File: src/hdl/dds_pkg.sv
`default_nettype none

package dds_pkg;

  typedef enum logic [1:0] {
    ADDR_CTRL  = 2'b00,
    ADDR_FREQ0 = 2'b01,
    ADDR_FREQ1 = 2'b10,
    ADDR_PHASE = 2'b11
  } addr_t;

  localparam int unsigned CTL_B28_BIT     = 13;
  localparam int unsigned CTL_HLB_BIT     = 12;
  localparam int unsigned CTL_FSEL_BIT    = 11;
  localparam int unsigned CTL_PSEL_BIT    = 10;
  localparam int unsigned CTL_RESET_BIT   = 8;
  localparam int unsigned CTL_SLEEP1_BIT  = 7;
  localparam int unsigned CTL_SLEEP12_BIT = 6;
  localparam int unsigned CTL_MODE_BIT    = 1;
  localparam int unsigned PHASE_SEL_BIT   = 13;

  localparam int unsigned HALF_BITS  = 14;
  localparam int unsigned FREQ_BITS  = 28;
  localparam int unsigned PWORD_BITS = 12;
  localparam int unsigned OUT_BITS   = 12;

  localparam logic [HALF_BITS-1:0] CTL_RESET_VALUE = 14'h0100;

  typedef struct packed {
    logic [OUT_BITS-1:0] phase_out;
    logic                triangle_mode;
    logic                dac_enabled;
  } result_t;

endpackage

`default_nettype wire

File: src/hdl/dds_regfile.sv
`default_nettype none

module dds_regfile #(
  parameter int unsigned ACC_BITS   = 28,
  parameter int unsigned PHASE_BITS = 12
) (
  input  wire logic            clk,
  input  wire logic            rst,
  input  wire logic            fire,
  input  wire logic            operation,
  input  wire logic [15:0]     reg_word,
  output dds_pkg::result_t     res
);
  import dds_pkg::*;

  logic [HALF_BITS-1:0]  ctl, ctl_next;
  logic [FREQ_BITS-1:0]  freq [2];
  logic [FREQ_BITS-1:0]  freq_next [2];
  logic [PWORD_BITS-1:0] phase [2];
  logic [PWORD_BITS-1:0] phase_next [2];
  logic [ACC_BITS-1:0]   acc, acc_next;
  logic                  expect_high, expect_high_next;
  logic [HALF_BITS-1:0]  held_low, held_low_next;

  addr_t                 addr;
  logic [HALF_BITS-1:0]  data;
  logic                  fidx;
  logic [PWORD_BITS-1:0] pword;
  logic [FREQ_BITS-1:0]  pword_aligned;
  logic [PHASE_BITS-1:0] offset;
  logic [PHASE_BITS-1:0] phase_sum;

  assign addr = addr_t'(reg_word[15:14]);
  assign data = reg_word[HALF_BITS-1:0];
  assign fidx = (addr == ADDR_FREQ1);

  always_comb begin
    ctl_next         = ctl;
    freq_next        = freq;
    phase_next       = phase;
    acc_next         = acc;
    expect_high_next = expect_high;
    held_low_next    = held_low;
    if (!operation) begin
      unique case (addr) inside
        ADDR_CTRL: begin
          ctl_next         = data;
          expect_high_next = 1'b0;
        end
        ADDR_FREQ0, ADDR_FREQ1: begin
          if (ctl[CTL_B28_BIT]) begin
            if (!expect_high) begin
              held_low_next    = data;
              expect_high_next = 1'b1;
            end else begin
              freq_next[fidx]  = {data, held_low};
              expect_high_next = 1'b0;
            end
          end else if (ctl[CTL_HLB_BIT]) begin
            freq_next[fidx] = {data, freq[fidx][HALF_BITS-1:0]};
          end else begin
            freq_next[fidx] = {freq[fidx][FREQ_BITS-1:HALF_BITS], data};
          end
        end
        ADDR_PHASE: begin
          phase_next[reg_word[PHASE_SEL_BIT]] = reg_word[PWORD_BITS-1:0];
        end
        default: begin
          ctl_next = ctl;
        end
      endcase
    end else if (!ctl[CTL_RESET_BIT] && !ctl[CTL_SLEEP1_BIT]) begin
      acc_next = acc + ACC_BITS'(freq[ctl[CTL_FSEL_BIT]]);
    end
    if (ctl_next[CTL_RESET_BIT]) begin
      acc_next = '0;
    end
  end

  // The phase word is twelve bits wide and is aligned to the top of the phase field.
  assign pword         = phase_next[ctl_next[CTL_PSEL_BIT]];
  assign pword_aligned = {pword, {(FREQ_BITS - PWORD_BITS){1'b0}}};
  assign offset        = pword_aligned[FREQ_BITS-1 -: PHASE_BITS];
  assign phase_sum     = acc_next[ACC_BITS-1 -: PHASE_BITS] + offset;

  always_comb begin
    res.phase_out     = OUT_BITS'(phase_sum);
    res.triangle_mode = ctl_next[CTL_MODE_BIT];
    res.dac_enabled   = !ctl_next[CTL_SLEEP12_BIT];
  end

  always_ff @(posedge clk) begin
    if (rst) begin
      ctl         <= CTL_RESET_VALUE;
      freq[0]     <= '0;
      freq[1]     <= '0;
      phase[0]    <= '0;
      phase[1]    <= '0;
      acc         <= '0;
      expect_high <= 1'b0;
      held_low    <= '0;
    end else if (fire) begin
      ctl         <= ctl_next;
      freq        <= freq_next;
      phase       <= phase_next;
      acc         <= acc_next;
      expect_high <= expect_high_next;
      held_low    <= held_low_next;
    end
  end

  a_reset_holds_acc: assert property (@(posedge clk) disable iff (rst)
    ctl[CTL_RESET_BIT] |-> (acc == '0))
    else $error("Accumulator is not zero while the reset bit is set.");

  a_pairing_needs_b28: assert property (@(posedge clk) disable iff (rst)
    expect_high |-> ctl[CTL_B28_BIT])
    else $error("A high half is awaited although B28 is clear.");

endmodule

`default_nettype wire

File: src/hdl/dds_out_buf.sv
`default_nettype none

module dds_out_buf (
  input  wire logic             clk,
  input  wire logic             rst,
  input  wire logic             load,
  input  wire dds_pkg::result_t res,
  output logic                  full,
  output logic                  out_valid,
  input  wire logic             out_stall,
  output dds_pkg::result_t      out_res
);
  import dds_pkg::*;

  result_t skid;
  logic    skid_valid;
  logic    out_free;

  assign out_free = !out_valid || !out_stall;
  assign full     = skid_valid;

  always_ff @(posedge clk) begin
    if (rst) begin
      out_valid  <= 1'b0;
      skid_valid <= 1'b0;
    end else if (out_free) begin
      if (skid_valid) begin
        out_valid  <= 1'b1;
        skid_valid <= 1'b0;
      end else begin
        out_valid <= load;
      end
    end else if (load) begin
      skid_valid <= 1'b1;
    end
  end

  always_ff @(posedge clk) begin
    if (out_free) begin
      if (skid_valid) begin
        out_res <= skid;
      end else if (load) begin
        out_res <= res;
      end
    end else if (load) begin
      skid <= res;
    end
  end

  a_skid_behind_out: assert property (@(posedge clk) disable iff (rst)
    skid_valid |-> out_valid)
    else $error("Skid stage holds a beat while the output stage is empty.");

  a_skid_drains: assert property (@(posedge clk) disable iff (rst)
    (skid_valid && !out_stall) |=> (!skid_valid && out_valid))
    else $error("Skid stage did not drain into the output stage.");

endmodule

`default_nettype wire

File: src/hdl/dds_register_file_and_phase_accumulator.sv
`default_nettype none

// Channel | Handshake              | Beat
// input   | in_valid / in_stall    | operation, reg_word
// output  | out_valid / out_stall  | phase_out, triangle_mode, dac_enabled
//
// One beat is accepted per cycle unless stalled; it passes the s1 and output registers.
// The cycle is set by the accumulator add followed by the phase offset add.
// Reset is synchronous and restores the register file, accumulator and buffers.
// The output has a skid stage, so input stalls only once two results wait.

module dds_register_file_and_phase_accumulator #(
  parameter int unsigned ACC_BITS   = 28,
  parameter int unsigned PHASE_BITS = 12
) (
  input  wire logic        clk,
  input  wire logic        rst,
  input  wire logic        in_valid,
  output logic             in_stall,
  input  wire logic        operation,
  input  wire logic [15:0] reg_word,
  output logic             out_valid,
  input  wire logic        out_stall,
  output logic [11:0]      phase_out,
  output logic             triangle_mode,
  output logic             dac_enabled
);
  import dds_pkg::*;

  logic        s1_valid;
  logic        s1_operation;
  logic [15:0] s1_word;
  logic        buf_full;
  logic        fire;
  result_t     res;
  result_t     out_res;

  assign in_stall = s1_valid && buf_full;
  assign fire     = s1_valid && !buf_full;

  always_ff @(posedge clk) begin
    if (rst) begin
      s1_valid <= 1'b0;
    end else if (!in_stall) begin
      s1_valid <= in_valid;
    end
  end

  always_ff @(posedge clk) begin
    if (!in_stall && in_valid) begin
      s1_operation <= operation;
      s1_word      <= reg_word;
    end
  end

  dds_regfile #(
    .ACC_BITS   (ACC_BITS),
    .PHASE_BITS (PHASE_BITS)
  ) u_regfile (
    .clk       (clk),
    .rst       (rst),
    .fire      (fire),
    .operation (s1_operation),
    .reg_word  (s1_word),
    .res       (res)
  );

  dds_out_buf u_out_buf (
    .clk       (clk),
    .rst       (rst),
    .load      (fire),
    .res       (res),
    .full      (buf_full),
    .out_valid (out_valid),
    .out_stall (out_stall),
    .out_res   (out_res)
  );

  assign phase_out     = out_res.phase_out;
  assign triangle_mode = out_res.triangle_mode;
  assign dac_enabled   = out_res.dac_enabled;

endmodule

`default_nettype wire
File: config.mk
export PLATFORM = sky130hd
export DESIGN_NAME = dds_register_file_and_phase_accumulator
export DESIGN_NICKNAME = d
export VERILOG_FILES = /design/src/hdl/dds_pkg.sv /design/src/hdl/dds_regfile.sv /design/src/hdl/dds_out_buf.sv /design/src/hdl/dds_register_file_and_phase_accumulator.sv
export SDC_FILE = /design/constraint.sdc
export NUM_CORES = 1
export LEC_CHECK = 0
export BUFFER_PORTS_ARGS = -buffer_cell sky130_fd_sc_hd__buf_4
export CAP_MARGIN = 5
export CORE_MARGIN = 1.5
export CORE_UTILIZATION = 55
export CTS_BUF_LIST = sky130_fd_sc_hd__clkbuf_4 sky130_fd_sc_hd__clkbuf_8
export DETAILED_ROUTE_END_ITERATION = 6
export PLACE_DENSITY = 0.72
export RECOVER_POWER = 25
export SETUP_SLACK_MARGIN = 0.2
export SYNTH_ARGS = -nofsm -noshare
export SYNTH_HDL_FRONTEND = slang
export SYNTH_HIERARCHICAL = 1
export SYNTH_SLANG_ARGS = --single-unit
export TNS_END_PERCENT = 5
File: constraint.sdc
create_clock -name clk -period 6.65 [get_ports clk]
set_input_delay 0 -clock clk [delete_from_list [all_inputs] [get_ports clk]]
set_output_delay 0 -clock clk [all_outputs]
set_load 0.005 [all_outputs]
==> impl_metrics.env <==
export IMPL_reg2reg_depth=20
export IMPL_drt_pass1_iter_count=5
export IMPL_run_status="finished, final reports clean"
export IMPL_dieWidth_um=134
export IMPL_synth_area_leaders="sky130_fd_sc_hd__dfxtp_1 29%, sky130_fd_sc_hd__edfxtp_1 14%, sky130_fd_sc_hd__nand2_1 7.1%"
export IMPL_synth_edff_count=45
export IMPL_design_core_area_um2=16600
export IMPL_hpwl_after_dpl_mm=15.8
export IMPL_rsz0062_at_grt="no"
export IMPL_route_detailed_wl_per_inst_um=17.9
export IMPL_post_cts_buffers=0
export IMPL_io_pin_count=37
export IMPL_total_number_of_placement_rows=47
export IMPL_synth_area_per_cell_um2=8.89
export IMPL_flow_area_growth_from_synthesis_pct=9.30
export IMPL_post_route_cell_area_um2=10300
export IMPL_vdd_drop_max_mv=0.272
export IMPL_drc_errors=0
export IMPL_layout_cells_sized_above_1_pct=12.8
export IMPL_final_core_util_pct=61.7
export IMPL_power_per_cell_area_nw_per_um2=201
export IMPL_gpl_final_weighted_congestion=0.903
export IMPL_synth_simple_gate_area_share_pct=16.3
export IMPL_drt_iter0_markers=604
export IMPL_cts_tree="built"
export IMPL_tightestPinTransition_ns=1.35
export IMPL_yosys_warnings=6
export IMPL_crit_path_top_delay_cell="sky130_fd_sc_hd__dfxtp_1"
export IMPL_overall_overflow_remaining_after_global_route=0
export IMPL_power_leakage_nw=3.91
export IMPL_non_filler_instances=1303
export IMPL_total_negative_setup_slack_ns=0
export IMPL_port_buffers=36
export IMPL_synth_lib_cells_used_distinct=65
export IMPL_cp_depth=20
export IMPL_yosys_area_share_xor_xnor_pct=2.70
export IMPL_fin_crit_sh_pct=86.6
export IMPL_final_hold_violation_count=0
export IMPL_num_vias=7684
export IMPL_r2r_slack_ns=0.89
export IMPL_netlist_top_cell_by_area="sky130_fd_sc_hd__dfxtp_1"
export IMPL_post_synth_inst_count=1057
export IMPL_post_synth_instance_area_um2=9390
export IMPL_maxCapViolCount=0
export IMPL_fraction_of_registers_with_async_set_reset_pct=0
export IMPL_synth_compound_area_share_pct=20.5
export IMPL_drv_slew=0
export IMPL_crit_top_cell="sky130_fd_sc_hd__a21oi_1"
export IMPL_worst_ep_arrival_time_ns=5.99
export IMPL_hold_depth=2
export IMPL_crit_path_max_fanout=8
export IMPL_period_minus_slack_ns=5.76
export IMPL_setup_viol=0
export IMPL_synthAdderAreaFrac_pct=5.89
export IMPL_cts_root_to_sink_buffers=2
export IMPL_crit_type="flop to flop"
export IMPL_timing_critical_path_from_type="flop"
export IMPL_worst_path_buf_inv=0
export IMPL_ctsHtreeMaxLevel=4
export IMPL_clk_pin_slew_ns=0.11
export IMPL_timing_critical_path_max_delay_family="compound AO/OA/AOI/OAI gates"
export IMPL_postPlaceCellArea_um2=9660
export IMPL_antenna_diodes=0
export IMPL_synth_area_mux_share_pct=7.34
export IMPL_tritoncts_num_buffers=17
export IMPL_power_mw=2.06
export IMPL_synth_top_area_share_pct=28.6
export IMPL_reg2reg_from="u_regfile/ctl[11]$_SDFFE_PP0P_"
export IMPL_hp_start="reg_word[9]"
export IMPL_avgViaCountPerCell=5.90
export IMPL_die_area_um2=17900
export IMPL_grt_total_usage_pct=26.6
export IMPL_grt_start_max_net_pins=51
export IMPL_synth_seq_area_share_pct=42.9
export IMPL_postSynthRegisterBits=179
export IMPL_number_of_antenna_violations_at_the_first_check_in_global_routing=0
export IMPL_synthMostInstantiatedCell="sky130_fd_sc_hd__nand2_1"
export IMPL_synth_top_flop_cell="sky130_fd_sc_hd__dfxtp_1"
export IMPL_drtAntennaViolNets=0
export IMPL_dp_cells=1249
export IMPL_nets=1134
export IMPL_grt_pass1_vias=7051
export IMPL_number_of_nets_in_the_synthesized_netlist=1121
export IMPL_fin_skew_ns=0.0152
export IMPL_die_height_um=134
export IMPL_cp_end_kind="flop"
export IMPL_worstReg2RegEnd="u_out_buf/out_res[12]$_DFFE_PP_"
export IMPL_max_slew_margin_rel_pct=9.51
export IMPL_detail_route_wirelength_mm=23.3
export IMPL_hold_path_endpoint="s1_word[9]$_DFFE_PP_"
export IMPL_wire_length_of_the_first_global_routing_pass_mm=37.1
export IMPL_root_buffer="sky130_fd_sc_hd__clkbuf_8"
export IMPL_synth_cells_most_frequent="178 x sky130_fd_sc_hd__nand2_1, 134 x sky130_fd_sc_hd__dfxtp_1, 112 x sky130_fd_sc_hd__a21oi_1"
export IMPL_data_required_time_at_the_worst_endpoint_ns=6.88
export IMPL_clk_insertion_delay_late_ns=0.47
export IMPL_timing_hold_worst_class="primary input to flop"
export IMPL_timing_critical_path_cells="mux2_2 -> ha_1 -> fa_1 -> a211oi_2 -> o21ai_1 -> a31oi_1 -> a21oi_1 -> xor2_1 -> a22o_1 -> ha_1 -> fa_1 -> a21o_1 -> a21oi_1 -> o21bai_1 -> a21oi_1 -> o21bai_1 -> a21oi_1 -> nor3_1 -> a311o_1 -> mux2_2"
export IMPL_clock_sinks=179
export IMPL_synth_top_family_by_area="compound AO/OA/AOI/OAI gates"
export IMPL_maximum_single_stage_delay_on_the_critical_path_ns=0.52
export IMPL_initial_utilization_pct=56.4
export IMPL_fmax_mhz=174
-- registers in the layout, indices dropped and copies added (netlist names) --
name,cells
u_regfile/phase,24
u_regfile/expect_high,1
u_out_buf/out_res,14
u_regfile/ctl,8
s1_operation,1
s1_valid,1
u_regfile/held_low,14
u_regfile/acc,28
u_regfile/freq,56
u_out_buf/skid,14
u_out_buf/out_valid,1
u_out_buf/full,1
s1_word,16
-- stage by stage --
step                setup slack, ns  hold slack (ns)
finish                        0.892            0.258
global placement               1.11            0.178
detailed placement             1.00            0.179
floorplan                      1.33           0.0691
CTS                           0.945            0.218
global route                  0.519            0.223
-- cell families after synthesis --
logic type	after synthesis
simple gates	357
compound gates	300
flops	179
buf+inv	90
mux	59
fa+ha+maj	43
xor+xnor	29
-- layout by cell type (no fill, tap or decap), types with 6 or more instances in the layout --
cell and instances:
sky130_fd_sc_hd__a31oi_1 7, sky130_fd_sc_hd__inv_1 18, sky130_fd_sc_hd__dfxtp_1 134, sky130_fd_sc_hd__clkbuf_4 32
sky130_fd_sc_hd__a22oi_1 30, sky130_fd_sc_hd__o21ai_0 29, sky130_fd_sc_hd__a211oi_1 31, sky130_fd_sc_hd__xor2_1 10
sky130_fd_sc_hd__dlygate4sd3_1 22, sky130_fd_sc_hd__nor2_1 97, sky130_fd_sc_hd__and2_1 6, sky130_fd_sc_hd__nor3_1 14
sky130_fd_sc_hd__nand3_1 14, sky130_fd_sc_hd__nand2_1 178, sky130_fd_sc_hd__a21o_1 15, sky130_fd_sc_hd__a21oi_1 112
sky130_fd_sc_hd__and3_1 13, sky130_fd_sc_hd__a22o_1 16, sky130_fd_sc_hd__edfxtp_1 45, sky130_fd_sc_hd__nor2b_1 7
sky130_fd_sc_hd__buf_4 11, sky130_fd_sc_hd__ha_1 41, sky130_fd_sc_hd__o21bai_1 8, sky130_fd_sc_hd__o22ai_1 24
sky130_fd_sc_hd__mux2_4 8, sky130_fd_sc_hd__mux2_2 42, sky130_fd_sc_hd__mux2i_1 7, sky130_fd_sc_hd__clkbuf_8 17
sky130_fd_sc_hd__xnor2_1 19, sky130_fd_sc_hd__or3_1 6
-- worst max path at each step --
stage | from | to | slack, ns
final | u_regfile/ctl[11]$_SDFFE_PP0P_ | u_out_buf/out_res[12]$_DFFE_PP_ | 0.89
after global routing | u_regfile/ctl[11]$_SDFFE_PP0P_ | u_out_buf/out_res[12]$_DFFE_PP_ | 0.52
after CTS | u_regfile/ctl[11]$_SDFFE_PP0P_ | u_out_buf/out_res[12]$_DFFE_PP_ | 0.94
after detailed placement | u_regfile/ctl[11]$_SDFFE_PP0P_ | u_out_buf/out_res[12]$_DFFE_PP_ | 1.00
after global placement | u_regfile/ctl[11]$_SDFFE_PP0P_ | u_out_buf/out_res[12]$_DFFE_PP_ | 1.11
after floorplan | u_regfile/ctl[11]$_SDFFE_PP0P_ | u_out_buf/out_res[12]$_DFFE_PP_ | 1.33
-- per-layer routing --
layer	wire length [µm]	global-route usage [%]
met5	0	0
met4	355	7.00
met3	1220	4.76
met2	11100	43.6
met1	10600	36.4
-- power breakdown --
part / internal, mW / leakage, nW / switching [mW]
clock: 0.314 / 0.203 / 0.440
combinational: 0.0661 / 2.20 / 0.0817
sequential: 1.14 / 1.51 / 0.0245
total: 1.52 / 3.91 / 0.546
-- area by class of cell --
cell class	instances	area (µm²)
Tap cell	220	275
Sequential cell	179	4030
Clock inverter	15	165
Timing Repair Buffer	66	547
Clock buffer	17	234
Inverter	18	67.6
Multi-Input combinational cell	788	4940
Fill cell	1412	6380
-- worst register-to-register path, stage by stage (launching register included) --
cell	delay, ns
sky130_fd_sc_hd__dfxtp_1	0.52
sky130_fd_sc_hd__mux2_2	0.39
sky130_fd_sc_hd__ha_1	0.22
sky130_fd_sc_hd__fa_1	0.47
sky130_fd_sc_hd__a211oi_2	0.29
sky130_fd_sc_hd__o21ai_1	0.14
sky130_fd_sc_hd__a31oi_1	0.49
sky130_fd_sc_hd__a21oi_1	0.21
sky130_fd_sc_hd__xor2_1	0.19
sky130_fd_sc_hd__a22o_1	0.23
sky130_fd_sc_hd__ha_1	0.23
sky130_fd_sc_hd__fa_1	0.43
sky130_fd_sc_hd__a21o_1	0.18
sky130_fd_sc_hd__a21oi_1	0.24
sky130_fd_sc_hd__o21bai_1	0.09
sky130_fd_sc_hd__a21oi_1	0.22
sky130_fd_sc_hd__o21bai_1	0.09
sky130_fd_sc_hd__a21oi_1	0.26
sky130_fd_sc_hd__nor3_1	0.09
sky130_fd_sc_hd__a311o_1	0.28
sky130_fd_sc_hd__mux2_2	0.26
-- repair_timing --
item | CTS | global route
resized for setup | 0 | 0
hold endpoints to repair | 43 | 0
hold buffers | 22 | 0
(Power assumes the default switching activity.)
